`config.mk`:
```
export PLATFORM = sky130hd
export DESIGN_NAME = midi_track_event_parser_top
export DESIGN_NICKNAME = d
export VERILOG_FILES = /design/src/rtl/mtep_pkg.sv /design/src/rtl/midi_track_event_parser_top.sv
export SDC_FILE = /design/constraint.sdc
export NUM_CORES = 1
export LEC_CHECK = 0
export ABC_CLOCK_PERIOD_IN_PS = 8100
export BUFFER_PORTS_ARGS = -buffer_cell sky130_fd_sc_hd__buf_2
export CAP_MARGIN = 15
export CELL_PAD_IN_SITES_DETAIL_PLACEMENT = 1
export CELL_PAD_IN_SITES_GLOBAL_PLACEMENT = 2
export CORE_MARGIN = 2
export CORE_UTILIZATION = 38
export CTS_BUF_LIST = sky130_fd_sc_hd__clkbuf_4
export CTS_CLUSTER_SIZE = 8
export DETAILED_ROUTE_END_ITERATION = 10
export GPL_TIMING_DRIVEN = 0
export MAX_ROUTING_LAYER = met4
export PLACE_DENSITY_LB_ADDON = 0.3
export SYNTH_ARGS = -nofsm -noshare
export SYNTH_HDL_FRONTEND = slang
export SYNTH_SLANG_ARGS = --single-unit
```
`constraint.sdc`:
```
create_clock -name clk -period 8.1 [get_ports clk]
set_clock_uncertainty 0.1 [all_clocks]
set_input_delay 0.405 -clock clk [delete_from_list [all_inputs] [get_ports clk]]
set_output_delay 0.405 -clock clk [all_outputs]
set_load 0.03 [all_outputs]
```
`src/rtl/mtep_pkg.sv`:
```
// Package for the track event parser: parse phase encoding, result kind codes,
// status and meta type constants, and the packed result word layout.
// No dependencies.
package mtep_pkg;

  // Parse phase, one-hot.
  typedef enum logic [8:0] {
    PH_DELTA  = 9'b000000001,
    PH_STATUS = 9'b000000010,
    PH_DATA1  = 9'b000000100,
    PH_DATA2  = 9'b000001000,
    PH_MTYPE  = 9'b000010000,
    PH_MLEN   = 9'b000100000,
    PH_MBODY  = 9'b001000000,
    PH_SYXLEN = 9'b010000000,
    PH_SKIP   = 9'b100000000
  } phase_t;

  // Result kinds.
  localparam logic [1:0] KIND_CHAN  = 2'd0;
  localparam logic [1:0] KIND_TEMPO = 2'd1;
  localparam logic [1:0] KIND_SIG   = 2'd2;
  localparam logic [1:0] KIND_TRUNC = 2'd3;

  // Status bytes and meta types.
  localparam logic [7:0] ST_SYSEX    = 8'hF0;
  localparam logic [7:0] ST_MTC      = 8'hF1;
  localparam logic [7:0] ST_SPP      = 8'hF2;
  localparam logic [7:0] ST_SONG_SEL = 8'hF3;
  localparam logic [7:0] ST_ESCAPE   = 8'hF7;
  localparam logic [7:0] ST_META     = 8'hFF;
  localparam logic [3:0] HI_PROGRAM  = 4'hC;
  localparam logic [3:0] HI_CHPRESS  = 4'hD;
  localparam logic [7:0] META_EOT    = 8'h2F;
  localparam logic [7:0] META_TEMPO  = 8'h51;
  localparam logic [7:0] META_TSIG   = 8'h58;
  localparam logic [27:0] TEMPO_LEN    = 28'd3;
  localparam logic [27:0] TSIG_MIN_LEN = 28'd4;

  // Result word, packed so that the tick sits in the lowest bits.
  typedef struct packed {
    logic [7:0]  sig_denom_exp;
    logic [7:0]  sig_numerator;
    logic [23:0] tempo_us;
    logic [7:0]  second_data;
    logic [7:0]  first_data;
    logic [7:0]  status_byte;
    logic [15:0] track_id;
    logic [31:0] tick;
  } result_t;

endpackage

```
`src/rtl/midi_track_event_parser_top.sv`:
```
// Track event parser top level: byte stream in, decoded events out.
// Depends on mtep_pkg.
//
// Usage:
// The input channel (in_*) carries one word per byte of track chunk data.
// in_tuser marks the first byte of a track, which clears the tick and running
// status; in_tlast marks the final byte of the track data. in_tdata carries
// the byte and the index of the track it belongs to.
// The output channel (out_*) carries at most one word per input word: a
// channel event, a tempo change, a time signature, or a flag that the track
// ended inside a delta time. out_tuser gives which of these it is; fields
// that do not belong to that kind read as zero.
// An accepted word waits in the input register while it is parsed, and any
// result it causes is loaded into the output register, which drives the
// output channel. Without stalls, throughput is one word per cycle: the
// input register feeds one pass of parse logic into the output register.
// When the receiver stalls, a waiting result holds in the output register and
// the parser stops; the input register still takes one more word, and
// in_tready drops once both registers are full.
// Reset (synchronous, rst_n low) empties both registers and leaves the parser
// outside any track: bytes are ignored until one arrives with in_tuser set.
module midi_track_event_parser_top
  import mtep_pkg::*;
(
  input  logic         clk,
  input  logic         rst_n,
  input  logic         in_tvalid,
  output logic         in_tready,
  input  logic [23:0]  in_tdata,   // [7:0] data_byte, [23:8] track_index
  input  logic         in_tuser,   // first_of_track
  input  logic         in_tlast,   // last_of_track
  output logic         out_tvalid,
  input  logic         out_tready,
  output logic [111:0] out_tdata,  // [31:0] tick, [47:32] track_id,
                                   // [55:48] status_byte, [63:56] first_data,
                                   // [71:64] second_data, [95:72] tempo_us,
                                   // [103:96] sig_numerator,
                                   // [111:104] sig_denom_exp
  output logic [1:0]   out_tuser   // kind
);

  // Input register.
  logic        in_vld_r, in_vld_nxt;
  logic [7:0]  in_byte_r;
  logic [15:0] in_trk_r;
  logic        in_first_r, in_last_r;

  // Parser state.
  phase_t      phase_r, phase_nxt;
  logic [31:0] tick_r, tick_nxt;
  logic [7:0]  rstat_r, rstat_nxt;
  logic [27:0] acc_r, acc_nxt;
  logic [1:0]  cnt_r, cnt_nxt;
  logic [27:0] skip_r, skip_nxt;
  logic [7:0]  evst_r, evst_nxt;
  logic [7:0]  held_r, held_nxt;
  logic [7:0]  mkind_r, mkind_nxt;
  logic [23:0] pay_r, pay_nxt;
  logic        done_r, done_nxt;

  // Output register.
  logic        out_vld_r, out_vld_nxt;
  logic [1:0]  out_kind_r, out_kind_nxt;
  result_t     out_res_r, out_res_nxt;

  // Parse pass signals.
  logic        proc_fire;
  logic        emit;
  phase_t      ph;
  logic [31:0] tick_cur;
  logic [7:0]  rstat_cur;
  logic [27:0] acc_cur;
  logic [1:0]  cnt_cur;
  logic [27:0] skip_cur;
  logic [27:0] skip_dec;
  logic        done_cur;
  logic        vlq_done;
  logic [27:0] vlq_acc;
  logic [7:0]  ev_status;
  logic [7:0]  mk_eff;

  function automatic logic [31:0] sat_add(input logic [31:0] a, input logic [27:0] d);
    logic [32:0] s;
    s = {1'b0, a} + {5'd0, d};
    return s[32] ? 32'hFFFF_FFFF : s[31:0];
  endfunction

  // The parser advances only when the output register can take a result.
  assign proc_fire  = in_vld_r && (!out_vld_r || out_tready);
  assign in_tready  = !in_vld_r || proc_fire;
  assign in_vld_nxt = (in_tvalid && in_tready) ? 1'b1 : (proc_fire ? 1'b0 : in_vld_r);

  // A first-of-track byte restarts the track before it is parsed.
  assign ph        = in_first_r ? PH_DELTA : phase_r;
  assign tick_cur  = in_first_r ? 32'd0 : tick_r;
  assign rstat_cur = in_first_r ? 8'd0 : rstat_r;
  assign acc_cur   = in_first_r ? 28'd0 : acc_r;
  assign cnt_cur   = in_first_r ? 2'd0 : cnt_r;
  assign skip_cur  = in_first_r ? 28'd0 : skip_r;
  assign done_cur  = in_first_r ? 1'b0 : done_r;
  assign skip_dec  = skip_cur - 28'd1;

  // Variable-length quantity step: ends on a clear top bit or the fourth byte.
  assign vlq_done = !in_byte_r[7] || (cnt_cur == 2'd3);
  assign vlq_acc  = {acc_cur[20:0], in_byte_r[6:0]};

  // Channel status for a data byte seen where a status was expected.
  assign ev_status = (ph == PH_STATUS) ? rstat_cur : evst_r;

  // Meta type after the length check; a wrong-length tempo or signature
  // meta is treated as an unknown meta and skipped.
  assign mk_eff = ((mkind_r == META_TEMPO && vlq_acc != TEMPO_LEN) ||
                   (mkind_r == META_TSIG && vlq_acc < TSIG_MIN_LEN)) ? 8'd0 : mkind_r;

  always_comb begin
    phase_nxt = ph;
    tick_nxt  = tick_cur;
    rstat_nxt = rstat_cur;
    acc_nxt   = acc_cur;
    cnt_nxt   = cnt_cur;
    skip_nxt  = skip_cur;
    evst_nxt  = evst_r;
    held_nxt  = held_r;
    mkind_nxt = mkind_r;
    pay_nxt   = pay_r;
    done_nxt  = done_cur;
    emit      = 1'b0;
    out_kind_nxt = KIND_CHAN;
    out_res_nxt  = '0;
    out_res_nxt.tick     = tick_cur;
    out_res_nxt.track_id = in_trk_r;

    if (!done_cur) begin
      case (ph)
        PH_DELTA: begin
          if (vlq_done) begin
            tick_nxt  = sat_add(tick_cur, vlq_acc);
            acc_nxt   = '0;
            cnt_nxt   = '0;
            phase_nxt = PH_STATUS;
          end else begin
            acc_nxt = vlq_acc;
            cnt_nxt = cnt_cur + 2'd1;
            if (in_last_r) begin
              emit         = 1'b1;
              out_kind_nxt = KIND_TRUNC;
            end
          end
        end
        PH_STATUS, PH_DATA1: begin
          if (ph == PH_STATUS && in_byte_r[7]) begin
            if (in_byte_r < ST_SYSEX) begin
              rstat_nxt = in_byte_r;
              evst_nxt  = in_byte_r;
              phase_nxt = PH_DATA1;
            end else if (in_byte_r == ST_META) begin
              phase_nxt = PH_MTYPE;
            end else if (in_byte_r == ST_SYSEX || in_byte_r == ST_ESCAPE) begin
              acc_nxt   = '0;
              cnt_nxt   = '0;
              phase_nxt = PH_SYXLEN;
            end else begin
              // Other system messages skip zero, one or two data bytes.
              acc_nxt = '0;
              cnt_nxt = '0;
              if (in_byte_r == ST_MTC || in_byte_r == ST_SONG_SEL) begin
                skip_nxt  = 28'd1;
                phase_nxt = PH_SKIP;
              end else if (in_byte_r == ST_SPP) begin
                skip_nxt  = 28'd2;
                phase_nxt = PH_SKIP;
              end else begin
                skip_nxt  = 28'd0;
                phase_nxt = PH_DELTA;
              end
            end
          end else if (ph == PH_STATUS && rstat_cur == 8'd0) begin
            // Stray data byte with no running status counts as a delta.
            tick_nxt = sat_add(tick_cur, {21'd0, in_byte_r[6:0]});
          end else begin
            evst_nxt = ev_status;
            if (ev_status[7:4] == HI_PROGRAM || ev_status[7:4] == HI_CHPRESS) begin
              emit                    = 1'b1;
              out_res_nxt.status_byte = ev_status;
              out_res_nxt.first_data  = in_byte_r;
              acc_nxt   = '0;
              cnt_nxt   = '0;
              phase_nxt = PH_DELTA;
            end else begin
              held_nxt  = in_byte_r;
              phase_nxt = PH_DATA2;
            end
          end
        end
        PH_DATA2: begin
          emit                    = 1'b1;
          out_res_nxt.status_byte = evst_r;
          out_res_nxt.first_data  = held_r;
          out_res_nxt.second_data = in_byte_r;
          acc_nxt   = '0;
          cnt_nxt   = '0;
          phase_nxt = PH_DELTA;
        end
        PH_MTYPE: begin
          mkind_nxt = in_byte_r;
          acc_nxt   = '0;
          cnt_nxt   = '0;
          phase_nxt = PH_MLEN;
        end
        PH_MLEN: begin
          if (vlq_done) begin
            mkind_nxt = mk_eff;
            acc_nxt   = '0;
            cnt_nxt   = '0;
            pay_nxt   = '0;
            if (vlq_acc == 28'd0) begin
              if (mk_eff == META_EOT) begin
                done_nxt = 1'b1;
              end
              phase_nxt = PH_DELTA;
            end else begin
              skip_nxt  = vlq_acc;
              phase_nxt = PH_MBODY;
            end
          end else begin
            acc_nxt = vlq_acc;
            cnt_nxt = cnt_cur + 2'd1;
          end
        end
        PH_MBODY: begin
          // The quantity counter doubles as the payload byte position here.
          if (mkind_r == META_TEMPO) begin
            pay_nxt = {pay_r[15:0], in_byte_r};
          end else if (mkind_r == META_TSIG) begin
            if (cnt_cur == 2'd0) begin
              pay_nxt = {8'd0, in_byte_r, pay_r[7:0]};
            end else if (cnt_cur == 2'd1) begin
              pay_nxt = {8'd0, pay_r[15:8], in_byte_r};
            end
          end
          if (cnt_cur != 2'd3) begin
            cnt_nxt = cnt_cur + 2'd1;
          end
          skip_nxt = skip_dec;
          if (skip_dec == 28'd0) begin
            if (mkind_r == META_TEMPO) begin
              emit                 = 1'b1;
              out_kind_nxt         = KIND_TEMPO;
              out_res_nxt.tempo_us = pay_nxt;
            end else if (mkind_r == META_TSIG) begin
              emit                      = 1'b1;
              out_kind_nxt              = KIND_SIG;
              out_res_nxt.sig_numerator = pay_nxt[15:8];
              out_res_nxt.sig_denom_exp = pay_nxt[7:0];
            end else if (mkind_r == META_EOT) begin
              done_nxt = 1'b1;
            end
            acc_nxt   = '0;
            cnt_nxt   = '0;
            phase_nxt = PH_DELTA;
          end
        end
        PH_SYXLEN: begin
          if (vlq_done) begin
            skip_nxt  = vlq_acc;
            acc_nxt   = '0;
            cnt_nxt   = '0;
            phase_nxt = (vlq_acc == 28'd0) ? PH_DELTA : PH_SKIP;
          end else begin
            acc_nxt = vlq_acc;
            cnt_nxt = cnt_cur + 2'd1;
          end
        end
        PH_SKIP: begin
          skip_nxt = skip_dec;
          if (skip_dec == 28'd0) begin
            acc_nxt   = '0;
            cnt_nxt   = '0;
            phase_nxt = PH_DELTA;
          end
        end
        default: begin
          acc_nxt   = '0;
          cnt_nxt   = '0;
          phase_nxt = PH_DELTA;
        end
      endcase
    end

    if (in_last_r) begin
      done_nxt = 1'b1;
    end
  end

  assign out_vld_nxt = proc_fire ? emit : (out_vld_r && !out_tready);

  always_ff @(posedge clk) begin
    if (!rst_n) begin
      in_vld_r  <= 1'b0;
      out_vld_r <= 1'b0;
      phase_r   <= PH_DELTA;
      tick_r    <= '0;
      rstat_r   <= '0;
      acc_r     <= '0;
      cnt_r     <= '0;
      skip_r    <= '0;
      evst_r    <= '0;
      held_r    <= '0;
      mkind_r   <= '0;
      pay_r     <= '0;
      done_r    <= 1'b1;
    end else begin
      in_vld_r  <= in_vld_nxt;
      out_vld_r <= out_vld_nxt;
      if (proc_fire) begin
        phase_r <= phase_nxt;
        tick_r  <= tick_nxt;
        rstat_r <= rstat_nxt;
        acc_r   <= acc_nxt;
        cnt_r   <= cnt_nxt;
        skip_r  <= skip_nxt;
        evst_r  <= evst_nxt;
        held_r  <= held_nxt;
        mkind_r <= mkind_nxt;
        pay_r   <= pay_nxt;
        done_r  <= done_nxt;
      end
    end
  end

  // Payload registers.
  always_ff @(posedge clk) begin
    if (in_tvalid && in_tready) begin
      in_byte_r  <= in_tdata[7:0];
      in_trk_r   <= in_tdata[23:8];
      in_first_r <= in_tuser;
      in_last_r  <= in_tlast;
    end
    if (proc_fire && emit) begin
      out_kind_r <= out_kind_nxt;
      out_res_r  <= out_res_nxt;
    end
  end

  assign out_tvalid = out_vld_r;
  assign out_tdata  = out_res_r;
  assign out_tuser  = out_kind_r;

endmodule

```
==> reports/results.tsv <==
metric	value	unit
status	finished, final reports clean	
yosysWarnings	0	
synth_ff_type	dfxtp_1	
fin_area	18800	µm²
fin_ws	0.129	ns
finalSetupViolations	0	
fmax	125	MHz
tightestPinTransition	1.23	ns
wl_per_cell	27.7	µm
clock_power_share	45.0	%
power_frac_comb	8.3	%
grt_max_degree	71	
synthArstFlopShare	0	%
postCtsSetupRepairBufs	0	
place_ws	-0.830	ns
cts_root_buf	clkbuf_4	
nFillCells	4970	
viasPerCell	6.20	
htreeDepth	3	
final_cell_mix	nor2_1, a21oi_1, nand2_1, buf_2, dfxtp_1	
clock-sinks	283	
finalHoldViolCount	0	
die_area	43600	µm²
dpl_cell_area	17400	µm²
finalCriticalPeriod	7.97	ns
io_pins	146	
final-seq-area	7070	µm²
hold_ws	0.0936	ns
io_buffer_count	145	
synth_edf_count	140	
max-cap-violations	0	
end_kind	flop	
grt-ovfl-total	0	
place.gp.congestion	0.964	
initial_utilization	38.3	%
clk-insertion-delay-late	0.85	ns
switching_share	28.5	%
rsz0062_at_grt	no	
coreArea	41700	µm²
seq_area_frac_synth	44.3	%
dp_hpwl	52.8	mm
first_pass_iters	7	
powerDensity	174	nW/µm²
crit_type	reg2reg	
start_kind	flop	
drv_slew	0	
ant_nets	0	
share_seq_of_total_power	46.7	%
synth_cell_types	84	
die_h	209	µm
grt_pass1_wl	110	mm
reg2reg_from	in_first_r	
synth_cells	1803	
relSlewSlack	17.6	%
layout-drive-gt1-share	15.7	%
multiInputGateArea	8330	µm²
ir_drop	68.1	µV
r2r_slack	0.13	ns
antenna_found_initial	1	
crit_path_start	in_first_r	
cp.required	8.68	ns
clockBufferDepth	3	
via_count	16500	
fin_util	45.2	%
nets	2126	
p_int	2340	µW
post-route-period-util	98.4	%
numCtsBuffers	82	
die_x	209	µm
p_leak	0.00704	µW
wl	73.9	mm
synthesis.area	16000	µm²
final_common_cell	nor2_1	
drtIter0Drc	1194	
route.detailed.drc	0	
crit_fanout	10	
hold_class	in2reg	
clk_pin_slew	0.07	ns
first_global_vias	16700	
hp-start	rst_n	
cts_tree	yes	
cp.arrival	8.55	ns
track_usage	34.6	%
num_rows	75	
synth_nets	1867	
ys_ff_latch	283	
avgSynthCellArea	8.85	µm²
area_delta_synth_final	17.9	%
p_sw	935	µW
==> path summary, 6_finish.rpt <==
path,end,cells after the start
worst max-delay path,tick_r[21],21
worst min-delay path,tick_r[25],4
worst min register to register,out_tdata[33],0
worst max register to register,tick_r[21],21
==> power by group through the flow <==
| stage | Sequential (µW) | Combinational [µW] | Clock [µW] |
|---|---|---|---|
| finish | 1530 | 272 | 1470 |
| global route | 1530 | 283 | 1560 |
| CTS | 1530 | 264 | 1490 |
| detailed placement | 1560 | 250 | 0 |
| global placement | 1560 | 244 | 0 |
| floorplan | 1560 | 132 | 0 |
==> registers in the layout, indices dropped and copies added, names as in the netlist, 2 cells and up <==
| signal | cells |
|---|---|
| pay_r | 16 |
| evst_r | 8 |
| held_r | 8 |
| rstat_r | 8 |
| skip_r | 28 |
| cnt_r | 2 |
| out_tuser | 2 |
| acc_r | 21 |
| mkind_r | 8 |
| in_trk_r | 16 |
| in_byte_r | 8 |
| phase_r | 9 |
| tick_r | 32 |
| out_tdata | 112 |
==> Yosys cell counts, types with 12 or more instances <==
| cell type | number | area, µm² |
|---|---|---|
| a21oi_1 | 180 | 901 |
| inv_1 | 24 | 90.1 |
| edfxtp_1 | 140 | 4200 |
| a21o_1 | 17 | 128 |
| nor2b_1 | 62 | 388 |
| xnor2_1 | 19 | 166 |
| nor2_1 | 208 | 781 |
| nor4_1 | 24 | 150 |
| buf_2 | 15 | 75.1 |
| nand2_1 | 167 | 627 |
| dfxtp_1 | 143 | 2860 |
| a22o_1 | 24 | 210 |
| a31oi_1 | 20 | 125 |
| o21a_1 | 14 | 105 |
| and3_1 | 28 | 175 |
| a211oi_1 | 13 | 97.6 |
| clkbuf_1 | 88 | 330 |
| nand3_1 | 46 | 230 |
| a22oi_1 | 41 | 308 |
| nand4_1 | 22 | 138 |
| o211ai_1 | 12 | 90.1 |
| mux2i_1 | 22 | 220 |
| xor2_1 | 17 | 149 |
| o21ai_0 | 114 | 571 |
| or3_1 | 12 | 75.1 |
| nor3_1 | 45 | 225 |
| o31ai_1 | 12 | 90.1 |
| and2_1 | 26 | 163 |
| ha_1 | 33 | 413 |
| nand2b_1 | 12 | 75.1 |
==> through the flow <==
step,TNS [ns],total power [µW],instances
floorplan,0,1690,1803
global placement,-310.31,1810,2487
detailed placement,-12.71,1810,2489
CTS,0,3280,2666
global route,0,3380,2667
finish,0,3280,2667
==> metal layers <==
metal / up-vias / share of wire, % / GRT usage, %
met2: 777 / 47 / 55.2
met1: 8266 / 42 / 43.6
met3: 167 / 7.3 / 5.94
met5: - / 0 / -
met4: 0 / 3.8 / 14.5
li1: 7315 / - / -
==> logic make-up after synthesis <==
family | after synthesis | synth area share (%)
xor gates and xnor gates | 36 | 1.98
DFF | 283 | 44.3
adders and majority gates | 34 | 2.71
and+or+nand+nor | 732 | 23.7
muxes | 23 | 1.47
buffers and inverters | 141 | 3.55
AOI/OAI and AO/OA | 554 | 22.3
==> area by class of cell <==
class                   count  share of cell area, %
clock inverters            27                  0.924
plain buffers             114                   2.54
repair buffers            176                   5.69
flip-flops and latches    283                   37.6
clock buffers             122                   4.87
well taps                 539                   3.58
inverters                  26                  0.519
diodes                      1                 0.0133
multi-input cells        1379                   44.3
==> critical path: stages (launching register included) <==
cell and delay (ns):
edfxtp_1 0.39, buf_2 0.29, buf_2 0.38, buf_2 0.45, buf_2 0.43, buf_2 0.39, clkbuf_2 0.40, buf_2 0.42
nor2b_1 0.17, ha_1 0.25, fa_1 0.44, a211oi_1 0.43, nor3_1 0.17, o31ai_1 0.68, o21ai_0 0.34, o21ai_2 0.46
or2_2 0.19, clkbuf_1 0.43, clkbuf_1 0.53, a21oi_1 0.14, nor3_1 0.20, o22ai_1 0.10
==> what timing repair did <==
action | 4_1_cts | 5_1_grt
setup endpoints to repair | 29 | 80
pin swaps | 0 | 1
gates resized for setup | 6 | 3
hold endpoints to repair | 28 | 0
hold buffers | 29 | 0
Power figures use the tool's default switching activity.
